`src/rtl/mbsp_pkg.sv`:
```
// ----------------------------------------------------------------------------
// mbsp_pkg
// Types and constants shared by the MIDI byte stream parser modules.
// ----------------------------------------------------------------------------
package mbsp_pkg;

	localparam logic [7:0] SYSEX_START = 8'hF0;
	localparam logic [7:0] SYSEX_END   = 8'hF7;
	localparam logic [3:0] SYS_NIBBLE  = 4'hF;
	localparam logic [3:0] PROG_NIBBLE = 4'hC;
	localparam logic [6:0] SYSEX_DATA_TAG = 7'd1;
	localparam logic [6:0] SYSEX_END_TAG  = 7'd2;
	localparam int unsigned OUT_BITS = 24;

	typedef enum logic [2:0] {
		MODE_IDLE   = 3'd0,
		MODE_FIRST  = 3'd1,
		MODE_SECOND = 3'd2,
		MODE_SYSEX  = 3'd3,
		MODE_SINGLE = 3'd4
	} parse_mode_t;

	typedef struct packed {
		logic       valid;
		logic [7:0] command;
		logic [6:0] first_field;
		logic [6:0] second_field;
	} mbsp_result_t;

endpackage

```
`src/rtl/mbsp_decode.sv`:
```
// ----------------------------------------------------------------------------
// mbsp_decode
// Parse state and per-byte decode; produces at most one message per step.
// ----------------------------------------------------------------------------
module mbsp_decode
	import mbsp_pkg::*;
(
	input  logic         clk,
	input  logic         arst_n,
	input  logic         step,
	input  logic [7:0]   midi_byte,
	output mbsp_result_t result
);

	parse_mode_t mode_q, mode_d;
	logic [7:0]  status_q, status_d;
	logic [6:0]  held_q, held_d;

	always_ff @(posedge clk or negedge arst_n) begin
		if (!arst_n) begin
			mode_q   <= MODE_IDLE;
			status_q <= '0;
			held_q   <= '0;
		end else if (step) begin
			mode_q   <= mode_d;
			status_q <= status_d;
			held_q   <= held_d;
		end
	end

	always_comb begin
		mode_d       = mode_q;
		status_d     = status_q;
		held_d       = held_q;
		result       = '0;
		if (midi_byte[7:4] == SYS_NIBBLE) begin
			result.valid   = 1'b1;
			result.command = midi_byte;
			if (midi_byte == SYSEX_START) begin
				mode_d = MODE_SYSEX;
			end else if (midi_byte == SYSEX_END) begin
				mode_d = MODE_IDLE;
				result.first_field = SYSEX_END_TAG;
			end
		end else if (midi_byte[7]) begin
			status_d = midi_byte;
			mode_d   = (midi_byte[7:4] == PROG_NIBBLE) ? MODE_SINGLE : MODE_FIRST;
		end else begin
			case (mode_q)
				MODE_SYSEX: begin
					result.valid        = 1'b1;
					result.command      = SYSEX_START;
					result.first_field  = SYSEX_DATA_TAG;
					result.second_field = midi_byte[6:0];
				end
				MODE_FIRST: begin
					held_d = midi_byte[6:0];
					mode_d = MODE_SECOND;
				end
				MODE_SECOND: begin
					mode_d              = MODE_FIRST;
					result.valid        = 1'b1;
					result.command      = status_q;
					result.first_field  = held_q;
					result.second_field = midi_byte[6:0];
				end
				MODE_SINGLE: begin
					result.valid       = 1'b1;
					result.command     = status_q;
					result.first_field = midi_byte[6:0];
				end
				default: begin
					mode_d = MODE_IDLE;
				end
			endcase
		end
	end

`ifndef SYNTHESIS
	a_end_idles: assert property (@(posedge clk) disable iff (!arst_n)
		step && midi_byte == SYSEX_END |=> mode_q == MODE_IDLE)
		else $error("sysex end did not return to idle");
	a_status_silent: assert property (@(posedge clk) disable iff (!arst_n)
		midi_byte[7] && midi_byte[7:4] != SYS_NIBBLE |-> !result.valid)
		else $error("channel status produced a message");
	a_sysex_data: assert property (@(posedge clk) disable iff (!arst_n)
		mode_q == MODE_SYSEX && !midi_byte[7] |->
		result.valid && result.command == SYSEX_START)
		else $error("sysex data byte not reported");
`endif

endmodule

```
`src/rtl/mbsp_out_reg.sv`:
```
// ----------------------------------------------------------------------------
// mbsp_out_reg
// Result register holding one decoded message until its transfer completes.
// ----------------------------------------------------------------------------
module mbsp_out_reg
	import mbsp_pkg::*;
(
	input  logic                clk,
	input  logic                arst_n,
	input  logic                load,
	input  mbsp_result_t        result,
	output logic                can_load,
	output logic                m_tvalid,
	input  logic                m_tready,
	output logic [OUT_BITS-1:0] m_tdata
);

	logic       valid_q;
	logic [7:0] command_q;
	logic [6:0] first_q, second_q;

	assign can_load = !valid_q || m_tready;

	always_ff @(posedge clk or negedge arst_n) begin
		if (!arst_n) begin
			valid_q <= 1'b0;
		end else if (can_load) begin
			valid_q <= load && result.valid;
		end
	end

	always_ff @(posedge clk) begin
		if (can_load && load && result.valid) begin
			command_q <= result.command;
			first_q   <= result.first_field;
			second_q  <= result.second_field;
		end
	end

	assign m_tvalid = valid_q;
	assign m_tdata  = {2'b00, second_q, first_q, command_q};

endmodule

```
`src/rtl/midi_byte_stream_parser_unit.sv`:
```
// ----------------------------------------------------------------------------
// midi_byte_stream_parser_unit
// MIDI byte parser with running status: one byte in, at most one message out.
//
//   channel   dir  tdata (low bit up)                        notes
//   s_axis    in   midi_byte[7:0]                            one byte per transfer
//   m_axis    out  command[7:0] first_field[14:8]            bits 23:22 zero
//                  second_field[21:15]
//
// One byte per cycle sustained while m_axis is not stalled; a message passes the
// input register, then the result register, after its last byte is taken.
// Reset clears the parse mode, running status and held data byte.
// A stalled result register holds the input register, which then stalls s_axis.
// ----------------------------------------------------------------------------
module midi_byte_stream_parser_unit
	import mbsp_pkg::*;
(
	input  logic                clk,
	input  logic                arst_n,
	input  logic                s_axis_tvalid,
	output logic                s_axis_tready,
	input  logic [7:0]          s_axis_tdata,   // midi_byte[7:0]
	output logic                m_axis_tvalid,
	input  logic                m_axis_tready,
	output logic [OUT_BITS-1:0] m_axis_tdata    // command, first_field, second_field, pad
);

	logic         valid_s1;
	logic [7:0]   byte_s1;
	logic         can_load;
	logic         step;
	mbsp_result_t result;

	assign step          = valid_s1 && can_load;
	assign s_axis_tready = !valid_s1 || can_load;

	always_ff @(posedge clk or negedge arst_n) begin
		if (!arst_n) begin
			valid_s1 <= 1'b0;
		end else if (s_axis_tready) begin
			valid_s1 <= s_axis_tvalid;
		end
	end

	always_ff @(posedge clk) begin
		if (s_axis_tready && s_axis_tvalid) begin
			byte_s1 <= s_axis_tdata;
		end
	end

	mbsp_decode u_decode (
		.clk       (clk),
		.arst_n    (arst_n),
		.step      (step),
		.midi_byte (byte_s1),
		.result    (result)
	);

	mbsp_out_reg u_out (
		.clk      (clk),
		.arst_n   (arst_n),
		.load     (step),
		.result   (result),
		.can_load (can_load),
		.m_tvalid (m_axis_tvalid),
		.m_tready (m_axis_tready),
		.m_tdata  (m_axis_tdata)
	);

`ifndef SYNTHESIS
	a_stall_blocks: assert property (@(posedge clk) disable iff (!arst_n)
		valid_s1 && m_axis_tvalid && !m_axis_tready |-> !s_axis_tready)
		else $error("input taken while pipeline stalled");
	a_held_byte: assert property (@(posedge clk) disable iff (!arst_n)
		valid_s1 && !step |=> valid_s1 && byte_s1 == $past(byte_s1))
		else $error("stalled input byte lost");
	a_emit: assert property (@(posedge clk) disable iff (!arst_n)
		step && result.valid |=> m_axis_tvalid)
		else $error("decoded message not presented");
`endif

endmodule

```
`config.mk`:
```
export PLATFORM = sky130hd
export DESIGN_NAME = midi_byte_stream_parser_unit
export DESIGN_NICKNAME = d
export VERILOG_FILES = /design/src/rtl/mbsp_pkg.sv /design/src/rtl/mbsp_decode.sv /design/src/rtl/mbsp_out_reg.sv /design/src/rtl/midi_byte_stream_parser_unit.sv
export SDC_FILE = /design/constraint.sdc
export NUM_CORES = 1
export LEC_CHECK = 0
export BUFFER_PORTS_ARGS = -buffer_cell sky130_fd_sc_hd__buf_2
export CAP_MARGIN = 20
export CORE_MARGIN = 5
export CORE_UTILIZATION = 35
export CTS_BUF_LIST = sky130_fd_sc_hd__clkbuf_8
export DETAILED_ROUTE_END_ITERATION = 7
export PLACE_DENSITY_LB_ADDON = 0.25
export RECOVER_POWER = 25
export SETUP_SLACK_MARGIN = 0.5
export SLEW_MARGIN = 5
export SYNTH_ARGS = -nofsm -noshare
export SYNTH_HDL_FRONTEND = slang
export SYNTH_SLANG_ARGS = --single-unit
export TNS_END_PERCENT = 100
```
`constraint.sdc`:
```
create_clock -name clk -period 4.1 [get_ports clk]
set_input_delay 0.82 -clock clk [delete_from_list [all_inputs] [get_ports clk]]
set_output_delay 0.82 -clock clk [all_outputs]
set_load 0.02 [all_outputs]
```
==> reports/results.tsv, run 1 <==
metric	value	unit
status	finished clean	
DR pass1 iterations	4	
CTS Sinks	50	
asr flop ratio synth	40.0	%
post-synth cell types	39	
post-CTS sizing	0	
Worst path slowest cell	nor2b_1	
antenna viol nets, final	0	
leakage	1.02	nW
post-route setup slack	1.77	ns
number of global-route vias before repair	1332	
Clock Tree Buf Depth	2	
cell taking the most area after synthesis	edfxtp_1	
routability cong.	0.714	
first-pass GRT wire length	6.71	mm
grt total ovfl	0	
worst-margin pin slew	1.08	ns
clk_lat worst skew	0.30	ns
CTS tree	built	
Die Span X	88.9	um
H-tree Lvls	2	
Commonest cells post-synth	30 x edfxtp_1, 20 x dfrtp_1, 12 x nor2_1	
core area	5990	um2
#FFs+latches synth	50	
M1 GR Usage	14.9	%
M2 GR Usage	18.2	%
FMAX	430	MHz
DR vias	1293	
IO buf count	35	
nets	202	
DRC Markers	0	
top-area cell type share of the netlist area	41.3	%
Max-cap violations	0	
drt wl/cell	14.6	um
Initial Util	36.4	%
Tcrit/Tclk final	56.8	%
Clock Skews	0.0106	ns
setup TNS	0	ns
critical path peak fanout	23	
final setup violation count	0	
kind of critical path	reg -> reg	
sequential-to-total area share from yosys stat	64.3	%
startpoint types	register	
busiest grt layer	met2	
total power	1.29	mW
Final min period	2.33	ns
Post-synth top flop	edfxtp_1	
Syn Area/Cell	13.8	um2
top-count cell post-synth	edfxtp_1	
worst min-delay path class	reg -> reg	
IO Pins	38	
Syn-to-layout area delta	13.9	%
Setup Buffers After CTS	0	
Worst path max stage delay	0.80	ns
top cells by area, synth	edfxtp_1 41%, dfrtp_1 23%, mux2_4 4.8%	
share of cells above drive strength 1	34.6	%
Placement Setup Slack	1.76	ns
Root Driver	clkbuf_8	
antenna violations before repair	0	
Pwr Density	520	nW/um2
Crit path required time	4.09	ns
ANT cells	0	
Rows	28	
CTS Hold Buffers Added	0	
dpl hpwl	2.80	mm
peak supply drop	0.166	mV
Die H	88.9	um
Syn Std Cell Area	2180	um2
yosys warns	0	
Iter 0 DRT Violations	66	
TritonCTS Buffers	5	
Slew headroom	28.3	%
M3 GR Usage	3.04	%
worst path arrival time	2.31	ns
Slew Limit Fails	0	
Post-Syn Instances	158	
crit-path cells	nor2b_1 -> o21ai_0 -> a21oi_2 -> buf_4	
EDFF count, synth	30	
critical path capture point type	register	
Via density	4.86	
Routed WL	3.88	mm
Global Route Usage Sum	11.4	%
RSZ-0062 raised after global routing	false	
final-report hold violation count	0	
largest net degree at the start of global routing	24	
die footprint	7910	um2
Reg clk slew, reported paths	0.08	ns
kinds of logic (layout without fill, tap and decap cells):
kind of cell | count (synthesis) | in the layout | synth area share (%)
other cells | 1 | 2 | 0.172
simple gates | 43 | 43 | 11.9
compound gates | 31 | 31 | 10.2
mux | 16 | 16 | 9.47
xor+xnor | 1 | 1 | 0.402
buf+inv | 16 | 48 | 3.61
flops | 50 | 50 | 64.3
final timing paths:
check / start / endpoint / slack (ns) / cells after the start
hold reg to reg: u_decode.status_q[7]$_DFFE_PN0P_ / u_decode.status_q[7]$_DFFE_PN0P_ / 0.49 / 1
min in group asynchronous: arst_n / u_out.m_tvalid$_DFFE_PN0N_ / 0.69 / 1
setup / recovery: u_decode.mode_q[1]$_DFFE_PN0P_ / u_out.command_q[1]$_DFFE_PP_ / 1.77 / 4
setup reg to reg: u_decode.mode_q[1]$_DFFE_PN0P_ / u_out.command_q[1]$_DFFE_PP_ / 1.77 / 4
hold / removal: u_decode.status_q[7]$_DFFE_PN0P_ / u_decode.status_q[7]$_DFFE_PN0P_ / 0.49 / 1
max in group asynchronous: arst_n / u_decode.mode_q[0]$_DFFE_PN0P_ / 2.76 / 1
critical path, delay by kind of cell (launching register included):
family | cells | cell delay [ns]
simple gates | 1 | 0.80
compound gates | 2 | 0.46
buf+inv | 1 | 0.29
flops | 1 | 0.46
flip-flops by register name (all words and copies together), names as in the netlist:
name,flops
byte_s1,8
u_out.second_q,7
u_out.first_q,7
valid_s1,1
u_decode.held_q,7
u_decode.mode_q,3
u_decode.status_q,8
u_out.command_q,8
u_out.m_tvalid,1
stage by stage:
stage | hold slack (ns) | area [um2] | std cells | util [%]
final | 0.491 | 2480 | 266 | 41.5
after global routing | 0.513 | 2480 | 266 | 41.5
after CTS | 0.463 | 2490 | 266 | 41.5
after detailed placement | 0.473 | 2400 | 258 | 40.1
after global placement | 0.471 | 2400 | 258 | 40.1
after floorplan | 0.435 | 2180 | 159 | -
metal layers:
metal	vias to the layer above	wire length (um)
met4	0	73
met3	9	217
met2	30	1820
met1	614	1770
li1	640	-
met5	-	0
report_power, final:
group          internal [mW]  switching [mW]  leakage (nW)
sequential             0.640          0.0749         0.522
combinational          0.150           0.153         0.449
clock                  0.118           0.155        0.0493
layout make-up:
type,count,area [um2]
Inverter,4,15.0
Timing Repair Buffer,36,180
Clock inverter,3,17.5
Fill cell,580,3510
Clock buffer,5,68.8
Multi-Input combinational cell,93,708
Sequential cell,50,1400
Tap cell,75,93.8
cell usage in the layout (no fill, tap or decap), types with 5 or more instances in the layout:
master | synthesis | final
buf_2 | 3 | 33
edfxtp_1 | 30 | 30
dfrtp_1 | 20 | 20
nor2_1 | 12 | 12
mux2_2 | 9 | 9
a21oi_1 | 8 | 7
mux2_4 | 7 | 7
and3_1 | 7 | 7
o21ai_0 | 6 | 6
a22oi_1 | 6 | 6
inv_1 | 4 | 5
clkbuf_8 | 0 | 5
(Power assumes the default switching activity.)
==> inputs of run 2 (changes only) <==
Settings changed: ABC_AREA from default to 1.
Clock period 4.1 ns to 2.4 ns, I/O delays scaled along.
==> run 2 against run 1 <==
  * Count of clock-buffer cells in the layout unchanged
  * Final cell count up 27%
  * Combinational power up 64%
  * Via count up 21%
  * Register-to-register slack lost 1.2 ns
  * Sequential share of layout area decreased by 2.7 points
  * Synthesized cell count is 38% higher
  * Clock power increased by 130%
  * Critical path type unchanged
  * Largest power group unchanged
  * Highest routed layer unchanged
==> reports/results.tsv, run 2 <==
metric	value	unit	change
Die H	90.1	um	+1.3%
grt total ovfl	0		unchanged
Syn-to-layout area delta	16.1	%	
Final min period	1.83	ns	-0.493 ns
final std cells w/o fill	337		+27%
antenna viol nets, final	0		unchanged
Commonest cells post-synth	58 x nand2_1, 30 x edfxtp_1, 27 x inv_1		
asr flop ratio synth	40.0	%	unchanged
Initial Util	35.6	%	-0.81 points
crit-path cells	nor2_4 -> nand2_1 -> nand3_2 -> nand2_1 -> inv_1 -> buf_6		
hold path start	s_axis_tdata[1]		
post-layout util	41.3	%	-0.14 points
Post-synth top flop	edfxtp_1		
antenna violations before repair	0		unchanged
Pwr Density	883	nW/um2	+70%
setup TNS	0	ns	unchanged
Slew Limit Fails	0		unchanged
critical path capture point type	register		
top-area cell type share of the netlist area	40.1	%	-1.2 points
Reg clk slew, reported paths	0.10	ns	+0.02 ns
Global Route Usage Sum	12.2	%	+0.81 points
sequential-to-total area share from yosys stat	62.4	%	-1.9 points
most common cell after layout, fill and taps aside	nand2_1		
Crit path required time	2.41	ns	-1.68 ns
dpl hpwl	3.54	mm	+27%
clk_lat worst skew	0.31	ns	about the same
DRC Markers	0		unchanged
peak supply drop	0.323	mV	+95%
CTS Hold Buffers Added	0		unchanged
final setup violation count	0		unchanged
DR vias	1569		+21%
H-tree Lvls	2		unchanged
Syn Area/Cell	10.3	um2	-25%
RSZ-0062 raised after global routing	false		
status	finished clean		
Worst path max stage delay	0.48	ns	-0.32 ns
Syn Std Cell Area	2250	um2	+3.0%
post-synth cell types	23		-41%
Routed WL	4.62	mm	+19%
WHS	0.336	ns	-0.155 ns
Clock Skews	0.00985	ns	-0.000774 ns
drt wl/cell	13.7	um	-6.0%
IO buf count	35		unchanged
die footprint	8120	um2	+2.7%
top-count cell post-synth	nand2_1		
Via density	4.66		-4.2%
core area	6310	um2	+5.4%
CP most frequent cell	nand2_1		
yosys warns	0		unchanged
Largest regs	byte_s1: 8 flops, u_decode.status_q: 8 flops, u_out.command_q: 8 flops		
final-report hold violation count	0		unchanged
top cells by area, synth	edfxtp_1 40%, dfrtp_1 22%, nand2_1 9.7%		
largest net degree at the start of global routing	23		-4.2%
critical path peak fanout	22		-4.3%
number of global-route vias before repair	1538		+15%
worst min-delay path class	in -> reg		
Slew headroom	24.6	%	-3.7 points
worst-margin pin slew	1.13	ns	+0.0560 ns
TritonCTS Buffers	5		unchanged
Inst Count DP	327		+27%
DR pass1 iterations	4		unchanged
leakage	1.21	nW	+19%
Post-Syn Instances	218		+38%
Fill cells	665		+15%
Max-cap violations	0		unchanged
share of cells above drive strength 1	24.6	%	-9.9 points
cell taking the most area after synthesis	edfxtp_1		
fin area	2610	um2	+5.0%
kind of critical path	reg -> reg		
Worst Setup SP	u_decode.mode_q[2]$_DFFE_PN0P_		
most frequent cells in the layout	59 x nand2_1, 34 x buf_2, 30 x edfxtp_1		
Clock Tree Buf Depth	2		unchanged
EDFF count, synth	30		unchanged
r2r startpoint	u_decode.mode_q[2]$_DFFE_PN0P_		
routability cong.	0.912		+28%
Root Driver	clkbuf_8		
Tcrit/Tclk final	76.4	%	+20 points
first-pass GRT wire length	7.94	mm	+18%
CTS tree	built		
Worst path slowest cell	dfrtp_1		
FMAX	545	MHz	+27%
placed inst area	2480	um2	+3.4%
startpoint types	register		
CTS Sinks	50		unchanged
ANT cells	0		unchanged
Rows	29		+3.6%
Die Span X	90.1	um	+1.3%
IO Pins	38		unchanged
worst path arrival time	1.84	ns	-0.47 ns
#FFs+latches synth	50		unchanged
Iter 0 DRT Violations	133		+100%
nets	271		+34%
==> run 2: cell count changes after synthesis, moves of 9 or more <==
cell     previous run  this run
inv_1               4        27
nand2_1             3        58
nand3_1             1        18
o21ai_0             6        16
mux2_2              9         0
==> run 2: logic make-up (layout without fill, tap and decap cells) <==
family	Yosys count	count (layout)	synth area share (%)
AOI/OAI and AO/OA	31	31	8.57
buffers and inverters	34	75	7.29
DFF	50	50	62.4
other	1	2	0.167
and+or+nand+nor	102	102	21.6
==> run 2: area by class of cell <==
class	instances	area (um2)	area share [%]
clock buffers	5	68.8	2.64
clock inverters	3	47.5	1.82
inverters	28	110	4.22
multi-input cells	135	678	26.0
flip-flops and latches	50	1400	53.7
well taps	77	96.3	3.69
repair buffers	39	208	7.96
==> run 2: final timing paths <==
path | end | slack (ns) | depth (start not counted)
setup / recovery | u_out.first_q[1]$_DFFE_PP_ | 0.57 | 6
hold / removal | byte_s1[1]$_DFFE_PP_ | 0.34 | 1
setup reg to reg | u_out.first_q[1]$_DFFE_PP_ | 0.57 | 6
hold reg to reg | u_decode.status_q[7]$_DFFE_PN0P_ | 0.49 | 2
max in group asynchronous | u_decode.held_q[1]$_DFFE_PN0P_ | 1.36 | 1
min in group asynchronous | u_decode.mode_q[2]$_DFFE_PN0P_ | 0.35 | 1
==> run 2: repair_timing <==
| item | 4_1_cts | 5_1_grt |
|---|---|---|
| setup endpoints to repair | 0 | 22 |
| buffers inserted | 0 | 2 |
| resized for setup | 0 | 1 |
==> run 2: stage by stage <==
| step | total power [mW] | worst slack, ns |
|---|---|---|
| 3_5_place_dp | 1.71 | 0.556 |
| 5_1_grt | 2.44 | 0.383 |
| 2_1_floorplan | 1.56 | 0.612 |
| 4_1_cts | 2.33 | 0.540 |
| 6_report | 2.30 | 0.566 |
| 3_3_place_gp | 1.71 | 0.633 |
==> run 2: report_power, final <==
group          internal, mW  leakage (nW)  switching, mW  total, mW
registers              1.08         0.527          0.106       1.19
clock network         0.318        0.0591          0.300      0.618
logic                 0.165         0.628          0.332      0.498
total                  1.57          1.21          0.738       2.30
==> run 2: metal layers <==
metal  wire length (um)  global-route usage, %  part of all wire (%)
met5                  0                      0                     0
met4                104                   4.96                   2.3
met3                258                   3.59                   5.6
met2               2080                   18.4                    45
met1               2180                   16.4                    47
==> run 2: critical path, delay by kind of cell, from the launching register on <==
family        cells  cell delay (ns)
simple gates      4             0.76
buf+inv           2             0.29
flops             1             0.48
==> inputs of run 3 (changes only) <==
Clock period 2.4 ns to 1.5 ns, I/O delays scaled along.
==> run 3 against run 2 <==
  * Final cell count is 11% higher
  * Non-clock buffer count is 36 higher
  * Clock skew is 0.0055 ns lower
==> reports/results.tsv, run 3 (synthesis gave the netlist of run 2 again) <==
metric	value	unit	change
Pwr Density	1290	nW/um2	+46%
routability cong.	0.883		-3.2%
Crit path required time	1.51	ns	-0.90 ns
Reg clk slew, reported paths	0.08	ns	-0.02 ns
worst path arrival time	1.46	ns	-0.38 ns
kind of critical path	reg -> reg		
TritonCTS Buffers	5		unchanged
number of global-route vias before repair	1822		+18%
critical path capture point type	register		
Fill cells	574		-14%
leakage	1.49	nW	+22%
Clock Tree Buf Depth	2		unchanged
first-pass GRT wire length	8.91	mm	+12%
Die Span X	90.1	um	unchanged
ANT cells	0		unchanged
most common cell after layout, fill and taps aside	nand2_1		
worst-margin pin slew	0.549	ns	-0.583 ns
Syn-to-layout area delta	46.7	%	
grt total ovfl	0		unchanged
IO buf count	35		unchanged
Initial Util	35.6	%	unchanged
dpl hpwl	3.66	mm	+3.3%
Final min period	1.44	ns	-0.389 ns
DR vias	1742		+11%
RSZ-0062 raised after global routing	true		
Worst path slowest cell	edfxtp_1		
status	finished clean		
final-report hold violation count	0		unchanged
Global Route Usage Sum	13.6	%	+1.4 points
Die H	90.1	um	unchanged
FMAX	692	MHz	+27%
peak supply drop	0.557	mV	+73%
antenna violations before repair	0		unchanged
post-layout util	52.2	%	+11 points
DRC Markers	0		unchanged
IO Pins	38		unchanged
Rows	29		unchanged
share of cells above drive strength 1	49.0	%	+24 points
Slew Limit Fails	0		unchanged
Largest regs	byte_s1: 8 flops, u_decode.status_q: 8 flops, u_out.command_q: 8 flops		
Iter 0 DRT Violations	102		-23%
crit-path cells	clkinv_4 -> nand3_2 -> nand3_4 -> nand2_4 -> clkinvlp_4 -> buf_12		
Tcrit/Tclk final	96.3	%	+20 points
Clock Skews	0.00435	ns	-0.00550 ns
core area	6310	um2	unchanged
final setup violation count	0		unchanged
die footprint	8120	um2	unchanged
wl on met1	2.37	mm	+8.6%
clk_lat worst skew	0.29	ns	-0.02 ns
met3 routed WL	203	um	-21%
nets	309		+14%
met2 wire length	2.76	mm	+33%
CTS Sinks	50		unchanged
startpoint types	register		
CP bufs+invs	3		+1
antenna viol nets, final	0		unchanged
drt wl/cell	14.5	um	+5.7%
Worst path max stage delay	0.50	ns	+0.02 ns
DR pass1 iterations	4		unchanged
Max Used Layer	met4		
largest net degree at the start of global routing	21		-8.7%
CP top delay family	flip-flops		
total power	4.24	mW	+84%
Root Driver	clkbuf_8		
critical path peak fanout	15		-32%
CTS tree	built		
Routed WL	5.44	mm	+18%
H-tree Lvls	2		unchanged
most frequent cells in the layout	44 x nand2_1, 31 x buf_6, 30 x edfxtp_1		
Via density	4.65		-0.22%
worst min-delay path class	in -> reg		
Max-cap violations	0		unchanged
Slew headroom	63.4	%	+39 points
==> run 3: changes by cell type in the layout (fill, tap and decap cells not counted), sizes merged <==
| cell | delta |
|---|---|
| dlygate4sd3 | +1 |
| nor2 | +1 |
| clkinv | +1 |
| inv | -2 |
| buf | +35 |
| clkinvlp | +1 |
| nand2b | +1 |
==> run 3: worst paths after layout <==
path	startpoint	end	slack, ns	cells after the start
hold / removal	s_axis_tdata[3]	byte_s1[3]$_DFFE_PP_	0.17	1
hold reg to reg	u_decode.status_q[7]$_DFFE_PN0P_	u_decode.status_q[7]$_DFFE_PN0P_	0.47	2
setup / recovery	byte_s1[7]$_DFFE_PP_	u_out.command_q[5]$_DFFE_PP_	0.06	6
max in group asynchronous	arst_n	u_decode.mode_q[0]$_DFFE_PN0P_	0.58	2
min in group asynchronous	arst_n	valid_s1$_DFFE_PN0N_	0.52	2
setup reg to reg	byte_s1[7]$_DFFE_PP_	u_out.command_q[5]$_DFFE_PP_	0.06	6
==> run 3: metal layers <==
| layer | global-route usage [%] | up-vias |
|---|---|---|
| li1 | - | 874 |
| met5 | 0 | - |
| met4 | 4.71 | 0 |
| met2 | 23.8 | 38 |
| met3 | 3.26 | 8 |
| met1 | 16.4 | 822 |
==> run 3: timing repair <==
| item | in CTS | in global routing |
|---|---|---|
| pin swaps | 10 | 14 |
| gates cloned | 2 | 0 |
| gates resized for setup | 47 | 54 |
| buffers inserted | 12 | 8 |
| hold endpoints to repair | 20 | 0 |
| hold buffers | 1 | 0 |
| endpoints found under the setup margin | 95 | 95 |
==> run 3: layout make-up <==
cell class	instances	area (um2)	share of cell area [%]
sequential	50	1410	42.7
tap	77	96.3	2.92
inverter	28	121	3.68
timing repair buffer	75	687	20.8
clock inverter	3	37.5	1.14
clock buffer	5	68.8	2.09
multi-input combinational	137	880	26.7
==> run 3: report_power, final <==
| group | switching, mW | internal (mW) |
|---|---|---|
| combinational | 0.744 | 0.654 |
| clock | 0.418 | 0.486 |
| sequential | 0.197 | 1.74 |
==> run 3: per-stage QoR <==
| stage | TNS [ns] | hold WS [ns] | cell area, um2 | setup WS [ns] | instances |
|---|---|---|---|---|---|
| floorplan | -0.650 | 0.00441 | 2310 | -0.0296 | 219 |
| global placement | 0 | 0.290 | 2690 | 0.0458 | 344 |
| detailed placement | 0 | 0.296 | 2690 | 0.00871 | 344 |
| CTS | 0 | 0.167 | 3050 | 0.0318 | 367 |
| global route | 0 | 0.161 | 3300 | 0.00601 | 375 |
| finish | 0 | 0.175 | 3300 | 0.0553 | 375 |
==> run 3: worst register-to-register path, stage by stage, from the launching register on <==
cell	delay [ns]
edfxtp_1	0.50
clkinv_4	0.13
nand3_2	0.12
nand3_4	0.12
nand2_4	0.06
clkinvlp_4	0.09
buf_12	0.15
